<file path="src/rtl/ihc_pkg.sv">
// Shared types, verdict codes and the ones' complement adder for the IPv4 header check.
// Used by every module of the core; depends on nothing.
package ihc_pkg;

    localparam logic [2:0] VERDICT_ACCEPT      = 3'd0;
    localparam logic [2:0] VERDICT_TTL         = 3'd1;
    localparam logic [2:0] VERDICT_VERSION     = 3'd2;
    localparam logic [2:0] VERDICT_HEADER_LEN  = 3'd3;
    localparam logic [2:0] VERDICT_DESTINATION = 3'd4;
    localparam logic [2:0] VERDICT_CHECKSUM    = 3'd5;

    localparam logic [3:0]  IPV4_VERSION     = 4'd4;
    localparam logic [3:0]  MIN_HEADER_WORDS = 4'd5;
    localparam logic [15:0] SUM_GOOD         = 16'hFFFF;
    localparam logic [15:0] COUNT_MAX        = 16'hFFFF;
    localparam logic [31:0] BROADCAST_ADDR   = 32'hFFFF_FFFF;
    localparam logic [15:0] TTL_INDEX        = 16'd8;
    localparam logic [15:0] DEST_INDEX_FIRST = 16'd16;

    typedef struct packed {
        logic [7:0] data_byte;
        logic       last_byte;
    } in_item_t;

    typedef struct packed {
        logic [2:0]  verdict;
        logic [15:0] packet_length;
    } out_item_t;

    typedef struct packed {
        logic [3:0]  version_field;
        logic [3:0]  header_words;
        logic [7:0]  ttl_field;
        logic [31:0] destination_field;
        logic [15:0] header_sum;
        logic [15:0] packet_length;
    } summary_t;

    function automatic logic [15:0] ones_add(input logic [15:0] a, input logic [15:0] b);
        logic [16:0] s;
        s = {1'b0, a} + {1'b0, b};
        return s[15:0] + {15'd0, s[16]};
    endfunction

endpackage

</file>
<file path="src/rtl/ihc_front.sv">
// Byte parser: captures header fields and the header sum, and emits one summary per packet.
// Depends on ihc_pkg.
module ihc_front (
    input  logic              clk,
    input  logic              rst_n,
    input  logic              in_valid,
    output logic              in_stall,
    input  ihc_pkg::in_item_t in_data,
    input  logic              queue_full,
    output logic              push,
    output ihc_pkg::summary_t push_data
);

    logic [15:0] byte_count_reg, byte_count_next;
    logic [15:0] running_sum_reg, running_sum_next;
    logic [7:0]  high_byte_hold_reg, high_byte_hold_next;
    logic [3:0]  version_field_reg, version_field_next;
    logic [3:0]  header_words_reg, header_words_next;
    logic [7:0]  ttl_field_reg, ttl_field_next;
    logic [31:0] destination_field_reg, destination_field_next;

    logic        accept;
    logic        is_first;
    logic [5:0]  header_limit;
    logic        in_header;
    logic        odd_byte;
    logic [15:0] addend;
    logic [15:0] sum_added;
    logic [15:0] sum_final;
    logic [15:0] count_inc;
    logic [7:0]  b;

    assign in_stall = queue_full;
    assign accept   = in_valid && !queue_full;
    assign b        = in_data.data_byte;

    always_comb
    begin
        is_first          = (byte_count_reg == 16'd0);
        version_field_next = is_first ? b[7:4] : version_field_reg;
        header_words_next  = is_first ? b[3:0] : header_words_reg;
        ttl_field_next     = (byte_count_reg == ihc_pkg::TTL_INDEX) ? b : ttl_field_reg;

        destination_field_next = destination_field_reg;
        case (byte_count_reg)
            ihc_pkg::DEST_INDEX_FIRST:         destination_field_next[31:24] = b;
            ihc_pkg::DEST_INDEX_FIRST + 16'd1: destination_field_next[23:16] = b;
            ihc_pkg::DEST_INDEX_FIRST + 16'd2: destination_field_next[15:8]  = b;
            ihc_pkg::DEST_INDEX_FIRST + 16'd3: destination_field_next[7:0]   = b;
            default: ;
        endcase

        header_limit = {header_words_next, 2'b00};
        in_header    = byte_count_reg < {10'd0, header_limit};
        odd_byte     = byte_count_reg[0];
        addend       = odd_byte ? {high_byte_hold_reg, b} : {b, 8'd0};
        sum_added    = ihc_pkg::ones_add(running_sum_reg, addend);

        high_byte_hold_next = (in_header && !odd_byte) ? b : high_byte_hold_reg;
        running_sum_next    = (in_header && odd_byte) ? sum_added : running_sum_reg;
        sum_final = (in_header && (odd_byte || in_data.last_byte)) ? sum_added : running_sum_reg;

        count_inc = (byte_count_reg == ihc_pkg::COUNT_MAX) ? byte_count_reg
                                                            : byte_count_reg + 16'd1;
        byte_count_next = count_inc;

        push = accept && in_data.last_byte;
        push_data.version_field     = version_field_next;
        push_data.header_words      = header_words_next;
        push_data.ttl_field         = ttl_field_next;
        push_data.destination_field = destination_field_next;
        push_data.header_sum        = sum_final;
        push_data.packet_length     = count_inc;

        if (in_data.last_byte)
        begin
            byte_count_next        = 16'd0;
            running_sum_next       = 16'd0;
            high_byte_hold_next    = 8'd0;
            version_field_next     = 4'd0;
            header_words_next      = 4'd0;
            ttl_field_next         = 8'd0;
            destination_field_next = 32'd0;
        end
    end

    always_ff @(posedge clk or negedge rst_n)
    begin
        if (!rst_n)
        begin
            byte_count_reg        <= 16'd0;
            running_sum_reg       <= 16'd0;
            high_byte_hold_reg    <= 8'd0;
            version_field_reg     <= 4'd0;
            header_words_reg      <= 4'd0;
            ttl_field_reg         <= 8'd0;
            destination_field_reg <= 32'd0;
        end
        else if (accept)
        begin
            byte_count_reg        <= byte_count_next;
            running_sum_reg       <= running_sum_next;
            high_byte_hold_reg    <= high_byte_hold_next;
            version_field_reg     <= version_field_next;
            header_words_reg      <= header_words_next;
            ttl_field_reg         <= ttl_field_next;
            destination_field_reg <= destination_field_next;
        end
    end

endmodule

</file>
<file path="src/rtl/ihc_queue.sv">
// Two-entry queue of packet summaries between the parser and the verdict stage.
// Depends on ihc_pkg.
module ihc_queue (
    input  logic              clk,
    input  logic              rst_n,
    input  logic              push,
    input  ihc_pkg::summary_t push_data,
    output logic              full,
    input  logic              pop,
    output logic              head_valid,
    output ihc_pkg::summary_t head_data
);

    ihc_pkg::summary_t entry_reg [2];
    logic       wr_ptr_reg, wr_ptr_next;
    logic       rd_ptr_reg, rd_ptr_next;
    logic [1:0] count_reg, count_next;

    assign full       = (count_reg == 2'd2);
    assign head_valid = (count_reg != 2'd0);
    assign head_data  = entry_reg[rd_ptr_reg];

    always_comb
    begin
        wr_ptr_next = push ? ~wr_ptr_reg : wr_ptr_reg;
        rd_ptr_next = pop ? ~rd_ptr_reg : rd_ptr_reg;
        count_next  = count_reg + {1'b0, push} - {1'b0, pop};
    end

    always_ff @(posedge clk or negedge rst_n)
    begin
        if (!rst_n)
        begin
            wr_ptr_reg <= 1'b0;
            rd_ptr_reg <= 1'b0;
            count_reg  <= 2'd0;
        end
        else
        begin
            wr_ptr_reg <= wr_ptr_next;
            rd_ptr_reg <= rd_ptr_next;
            count_reg  <= count_next;
        end
    end

    always_ff @(posedge clk)
    begin
        if (push)
        begin
            entry_reg[wr_ptr_reg] <= push_data;
        end
    end

endmodule

</file>
<file path="src/rtl/ihc_back.sv">
// Verdict stage: holds the local address, ranks the checks and drives the output register.
// Depends on ihc_pkg.
module ihc_back (
    input  logic               clk,
    input  logic               rst_n,
    input  logic               cfg_we,
    input  logic [31:0]        cfg_wdata,
    input  logic               head_valid,
    input  ihc_pkg::summary_t  head_data,
    output logic               pop,
    output logic               out_valid,
    input  logic               out_stall,
    output ihc_pkg::out_item_t out_data
);

    logic [31:0]        local_address_reg;
    logic               out_valid_reg;
    ihc_pkg::out_item_t out_data_reg;
    logic               take;
    logic [2:0]         verdict;

    assign out_valid = out_valid_reg;
    assign out_data  = out_data_reg;
    assign take      = !out_valid_reg || !out_stall;
    assign pop       = head_valid && take;

    always_comb
    begin
        if (head_data.ttl_field == 8'd0)
            verdict = ihc_pkg::VERDICT_TTL;
        else if (head_data.version_field != ihc_pkg::IPV4_VERSION)
            verdict = ihc_pkg::VERDICT_VERSION;
        else if (head_data.header_words < ihc_pkg::MIN_HEADER_WORDS)
            verdict = ihc_pkg::VERDICT_HEADER_LEN;
        else if (head_data.destination_field != local_address_reg &&
                 head_data.destination_field != ihc_pkg::BROADCAST_ADDR)
            verdict = ihc_pkg::VERDICT_DESTINATION;
        else if (head_data.header_sum != ihc_pkg::SUM_GOOD)
            verdict = ihc_pkg::VERDICT_CHECKSUM;
        else
            verdict = ihc_pkg::VERDICT_ACCEPT;
    end

    always_ff @(posedge clk or negedge rst_n)
    begin
        if (!rst_n)
        begin
            local_address_reg <= 32'd0;
            out_valid_reg     <= 1'b0;
        end
        else
        begin
            if (cfg_we)
            begin
                local_address_reg <= cfg_wdata;
            end
            if (take)
            begin
                out_valid_reg <= head_valid;
            end
        end
    end

    always_ff @(posedge clk)
    begin
        if (pop)
        begin
            out_data_reg.verdict       <= verdict;
            out_data_reg.packet_length <= head_data.packet_length;
        end
    end

endmodule

</file>
<file path="src/rtl/ipv4_header_check_core.sv">
// Top level of the IPv4 receive header check: parser, summary queue and verdict stage.
// Depends on ihc_pkg, ihc_front, ihc_queue and ihc_back.
//
//   channel   direction  handshake            payload
//   in        receive    in_valid / in_stall  in_data   (data_byte, last_byte)
//   out       send       out_valid/out_stall  out_data  (verdict, packet_length)
//   cfg       receive    cfg_we               cfg_wdata (local_address)
//
// One byte is taken every cycle while in_stall is low; the per-byte path is a field
// capture and one 16-bit ones' complement add in the parser. The verdict reaches the
// output register through the summary queue. Reset clears all packet state and the
// local address at once. A two-entry summary queue and the output register absorb
// output stalls; input stall rises only when the queue is full.
module ipv4_header_check_core (
    input  logic               clk,
    input  logic               rst_n,
    input  logic               in_valid,
    output logic               in_stall,
    input  ihc_pkg::in_item_t  in_data,
    output logic               out_valid,
    input  logic               out_stall,
    output ihc_pkg::out_item_t out_data,
    input  logic               cfg_we,
    input  logic [31:0]        cfg_wdata
);

    logic              push;
    logic              pop;
    logic              queue_full;
    logic              head_valid;
    ihc_pkg::summary_t push_data;
    ihc_pkg::summary_t head_data;

    ihc_front u_front (
        .clk        (clk),
        .rst_n      (rst_n),
        .in_valid   (in_valid),
        .in_stall   (in_stall),
        .in_data    (in_data),
        .queue_full (queue_full),
        .push       (push),
        .push_data  (push_data)
    );

    ihc_queue u_queue (
        .clk        (clk),
        .rst_n      (rst_n),
        .push       (push),
        .push_data  (push_data),
        .full       (queue_full),
        .pop        (pop),
        .head_valid (head_valid),
        .head_data  (head_data)
    );

    ihc_back u_back (
        .clk        (clk),
        .rst_n      (rst_n),
        .cfg_we     (cfg_we),
        .cfg_wdata  (cfg_wdata),
        .head_valid (head_valid),
        .head_data  (head_data),
        .pop        (pop),
        .out_valid  (out_valid),
        .out_stall  (out_stall),
        .out_data   (out_data)
    );

endmodule
</file>
<file path="config.mk">
export PLATFORM = sky130hd
export DESIGN_NAME = ipv4_header_check_core
export DESIGN_NICKNAME = d
export VERILOG_FILES = /design/src/rtl/ihc_pkg.sv /design/src/rtl/ihc_front.sv /design/src/rtl/ihc_queue.sv /design/src/rtl/ihc_back.sv /design/src/rtl/ipv4_header_check_core.sv
export SDC_FILE = /design/constraint.sdc
export NUM_CORES = 1
export LEC_CHECK = 0
export BUFFER_PORTS_ARGS = -buffer_cell sky130_fd_sc_hd__buf_2
export CORE_MARGIN = 2
export CORE_UTILIZATION = 45
export DETAILED_ROUTE_END_ITERATION = 10
export PLACE_DENSITY = 0.68
export SLEW_MARGIN = 20
export SYNTH_ARGS = -nofsm -noshare
export SYNTH_HDL_FRONTEND = slang
export SYNTH_SLANG_ARGS = --single-unit
</file>
<file path="constraint.sdc">
create_clock -name clk -period 7 [get_ports clk]
set_input_delay 0.7 -clock clk [delete_from_list [all_inputs] [get_ports clk]]
set_output_delay 0.7 -clock clk [all_outputs]
set_load 0.01 [all_outputs]
</file>
**After elaboration in Yosys (flattened, before gate mapping)**

Memory sizes are Yosys's and may differ from the RTL's.
Index checks and enable logic that the tools add are counted.
W data, S select, Z words.

- Bits in registers: 144
- Bits in writable memories: 160
- Bits of input ports: 46
- Output and inout bits: 21
- Logic and storage cells: 82
- Memories: 1

Memories:

| memory | words | bits a word | read ports | clocked after Yosys merged registers in | write ports | RTL line | text |
|---|---|---|---|---|---|---|---|
| u_queue.entry_reg | 2 | 80 | 1 | 0 | 1 | ihc_queue.sv:14 | `ihc_pkg::summary_t entry_reg [2];` |

- Add/subtract/negate cells: 5
- Magnitude comparators: 2
- Eq/ne operators: 11
- Muxes and demuxes: 25
- Bitwise operators: 2
- Reduce and logical (&&, ||, !) cells: 21

Operators with widths:

| cell | number |
|---|---|
| $mux W16 | 6 |
| $eq A16 B5 Y1 const B | 4 |
| $mux W8 | 8 |
| $mux W32 | 1 |
| $ne A32 B32 Y1 | 1 |
| $ne A32 B32 Y1 const B | 1 |
| $add A16 B16 Y17 | 1 |
| $add A16 B1 Y16 | 1 |
| $add A16 B1 Y16 const B | 1 |
| $eq A16 B16 Y1 const B | 1 |
| $eq A16 B4 Y1 const B | 1 |
| $logic_not A16 Y1 | 1 |
| $lt A16 B6 Y1 | 1 |
| $mux W4 | 4 |
| $ne A16 B16 Y1 const B | 1 |
| $logic_not A8 Y1 | 1 |
| $logic_and A1 B1 Y1 | 7 |
| $mux W3 | 2 |
| $reduce_bool A2 Y1 | 3 |
| $logic_not A1 Y1 | 4 |
| $lt A4 B3 Y1 const B | 1 |
| $mux W2 | 2 |
| $ne A4 B3 Y1 const B | 1 |
| $reduce_and A2 Y1 | 2 |
| other kinds (7) | 10 |

**Longest topological paths before layout**

- Depth after elaboration: 6
- Gate-level depth with buffers: 22

**Hierarchy**

Synthesis repeated with hierarchy kept, for this count alone.

- Cells, all modules: 1149
- Area, all modules: 15044.4 µm²

Modules (own cells, without submodules):

| module | instances | cells each | area an instance (µm²) | seq. area each (µm²) |
|---|---|---|---|---|
| ihc_queue | 1 | 264 | 6372.4 | 4904.7 |
| ihc_front | 1 | 721 | 6338.6 | 2202.1 |
| ihc_back | 1 | 164 | 2333.5 | 1396.3 |

**Worst setup path before layout**

Ideal clock, no wire load.

- Kind: input to register
- Start point: in in_valid
- End point: mem u_queue.entry_reg[0][0] (netlist name), enable pin
- Data arrival time: 4.538 ns
- Setup slack: 1.943 ns
- Stages: 3
- Path buffers: 0
- Path through: nor2b_1 -> nand2_1 -> nor2_1

- Word-level cells in the longest chain between the ends: 4

Ends and longest elaborated chain:

| item | RTL line | text |
|---|---|---|
| start: declaration | ipv4_header_check_core.sv:17 | `input logic in_valid,` |
| $logic_and A1 B1 Y1 | ihc_front.sv:34 | `assign accept = in_valid && !queue_full;` |
| $logic_and A1 B1 Y1 | ihc_front.sv:67 | `push = accept && in_data.last_byte;` |
| $mux W1 | ihc_queue.sv:48 | `if (push)` |
| $mux W1 (implied by the code) | ihc_queue.sv:50 | `entry_reg[wr_ptr_reg] <= push_data;` |
| end: declaration | ihc_queue.sv:14 |  |

No other way between the ends.

==> results.cfg <==
[logic_synthesis]
synth-compound-area-share_pct = 10.10
synth_mux_area_share_pct = 10.55
synth_top_family_by_area = multiplexers
syn-num-nets = 1179
synth-xor-area-share_pct = 4.412
synthArstFlopShare_pct = 41.12
synthTopCellsByCount = edfxtp_1 (179), dfrtp_1 (125), nand2_1 (109)
ys_warn_count = 0
synth_most_common_cell = edfxtp_1
synth_top_area_share_pct = 38.14
synth_simple_gate_area_share_pct = 10.05
ys_top_cells_by_area = edfxtp_1 (38%), dfrtp_1 (22%), mux2_2 (7.9%), xnor2_1 (3.6%), nand2_1 (2.9%)
synth_area_leader_cell = edfxtp_1
synthCells = 1107
synth_fa_ha_area_share_pct = 2.441
syn_area_sq_mm = 0.01409
synth-seq-cells = 304
ys.flop_type = edfxtp_1
seq_area_frac_synth_pct = 60.33
syn_avg_cell_area_sq_um = 12.73
synth_cell_types = 67
synth_edf_count = 179

[routing]
wl_per_cell_microns = 19.21
drtIter0Drc = 652
dr.pass1.iters = 6
vias = 9010
ant_nets = 0
drt_wl_total_mm = 30.40
vias_per_cell = 5.695
drt_drc_violations_left = 0

[sta]
finalHoldViolCount = 0
rsz0062_at_grt = false
relSlewSlack_pct = 35.86
fmax_mhz = 202.1
setup_viol = 0
setup_tns_ns = 0
drv_slew = 0
period_needed_ns = 4.948
period_share_pct = 70.69
fin_skew_ns = 0.02157
fin_ws_ns = 2.052
tightest_slew_ns = 0.9611

[power]
powerDensity_mw_per_mm2 = 374.7
power_w = 0.005921
ir_drop_uv = 206.2
p_leak_nw = 6.055
power_frac_clock_pct = 27.3
power_switching_share_pct = 31.93
comb_power_share_pct = 27.7
power.switching_w = 0.001891
intPower_w = 0.004030
seqPwrFrac_pct = 45.0

[placement]
gp_congestion = 0.9099
dp_slack_ns = 2.103
port_buffers = 66
place_hpwl_mm = 20.32
dp.cells = 1523

[floorplanning]
rows = 64
die_y_microns = 181.0
io_pins = 67
core_area_sq_mm = 0.03075
die_width_microns = 181.0
dieArea_sq_mm = 0.03275
start_util_pct = 45.84

[run]
maxCapViolCount = 0

[clock_network]
clock-sinks = 304
clock_latency_ns = 0.56
htree_levels = 1
cts-root-buf = clkbuf_16
clk_pin_slew_ns = 0.06
numCtsBuffers = 31
cts_resized = 0
cts_setup_buffers = 0
cts_hold_buf = 0
cts.path.max_buffers = 3
cts_tree = built

[global_routing]
grt_pass1_vias = 9019
grtUsageTotal_pct = 18.62
grt_pass1_wl_mm = 48.87
overflow = 0
antenna_found_initial = 2
grt_max_degree = 68

[min_path]
min_path_type = in2async

[critical_path]
cp_slowest_cell = dfrtp_1
path_common_cell = ha_1
cp_cell_sequence = buf_4, mux2_2, ha_1, and3_1, nand3_1, o221ai_1, nor2_1, nor2_1, o21ai_0, a21oi_1, o21ai_0, nand2b_1, ha_1, ha_1, nand4_1, nor4_2, nand3_1, nor3b_1, xor2_1, mux2_1
crit_path_max_incr_delay_ns = 0.64
crit_path_max_fanout = 18
regToRegSetupSlack_ns = 2.05
worstSetupPathType = reg2reg
crit_path_start_kind = flop
end_kind = flop
arrival_ns = 5.23
worstPathRequired_ns = 7.28

[layout]
drive_gt1_share_pct = 20.17
post-route-util_pct = 51.39
num-fill-cells = 2633
largest_reg_flops = 160
fin_nets = 1232
area_delta_synth_final_pct = 12.12
finish.cell_count_without_fillers = 1582

[run_status]
outcome = finished clean
power by group through the flow:
stage          clock network [W]  registers [W]  logic [W]
3_5_place_dp                   0        0.00269    0.00163
2_1_floorplan                  0        0.00261    0.00125
6_report                 0.00161        0.00267    0.00164
5_1_grt                  0.00172        0.00271    0.00182
3_3_place_gp                   0        0.00267    0.00159
4_1_cts                  0.00165        0.00266    0.00164
worst max-delay path: cells and delay by family (launching register included):
family,cells,cell delay (ns)
and+or+nand+nor,9,1.62
adders and majority gates,3,0.74
muxes,2,0.68
DFF,1,0.64
AOI/OAI and AO/OA,4,0.57
buffers and inverters,1,0.32
xor gates and xnor gates,1,0.11
cell families after synthesis:
kind of cell             Yosys count
AO/OA/AOI/OAI                    216
XOR/XNOR                          71
adder cells (fa/ha/maj)           27
buffers and inverters             75
flip-flops                       304
multiplexers                     136
AND/OR/NAND/NOR                  278
cell type report:
class,instances,area [sq um],share of cell area [%]
sequential,304,8504,53.82
multi-input combinational,728,5329,33.72
clock buffer,44,834.6,5.281
tap,396,495.5,3.135
timing repair buffer,74,405.4,2.565
clock inverter,14,152.6,0.9659
inverter,21,78.83,0.4988
antenna,1,2.502,0.01584
worst paths after layout:
check                                                                 to                                  start  cells past startpoint
worst min-delay path            u_back.local_address_reg[17]$_DFFE_PN0P_                                  rst_n                      1
min in group clk                 u_back.local_address_reg[6]$_DFFE_PN0P_                           cfg_wdata[6]                      2
worst min register to register            u_queue.count_reg[1]$_DFF_PN0_         u_queue.count_reg[1]$_DFF_PN0_                      1
worst max-delay path                  u_queue.entry_reg[1][30]$_DFFE_PP_  u_front.byte_count_reg[0]$_DFFE_PN0P_                     20
worst max register to register        u_queue.entry_reg[1][30]$_DFFE_PP_  u_front.byte_count_reg[0]$_DFFE_PN0P_                     20
max in group asynchronous                 u_queue.count_reg[0]$_DFF_PN0_                                  rst_n                      2
placed cells by master (no fill, tap or decap), drive strengths merged, types with 5 or more instances in the layout:
cell type    n
nand2b       5
clkinv       8
nand3       17
nor2b        6
a21oi       29
and2         8
o21ai       87
buf         74
clkbuf      44
mux2       100
nor4        19
nand2      109
dfrtp      125
o22ai        6
xnor2       58
nand4       31
a22oi       32
and3         8
nor3        15
a21o         5
nor2        44
xor2        13
inv         23
nor3b        6
edfxtp     179
ha          25
mux2i       36
a22o        30
layer usage:
metal | vias to the layer above | global-route usage (%) | part of all wire, %
met4 | 2 | 5.593 | 2.6
li1 | 4239 | - | -
met2 | 180 | 29.77 | 47
met5 | - | 0 | 0.023
met3 | 56 | 2.762 | 4.1
met1 | 4533 | 26.51 | 46
through the flow:
stage / hold slack [ns] / cell area [sq um]
floorplan: 0.4044 / 14090
global placement: 0.4570 / 14800
detailed placement: 0.4705 / 14800
CTS: 0.2972 / 15790
global route: 0.3245 / 15800
finish: 0.2580 / 15800
Note: power is estimated with default switching activity, not from simulation.
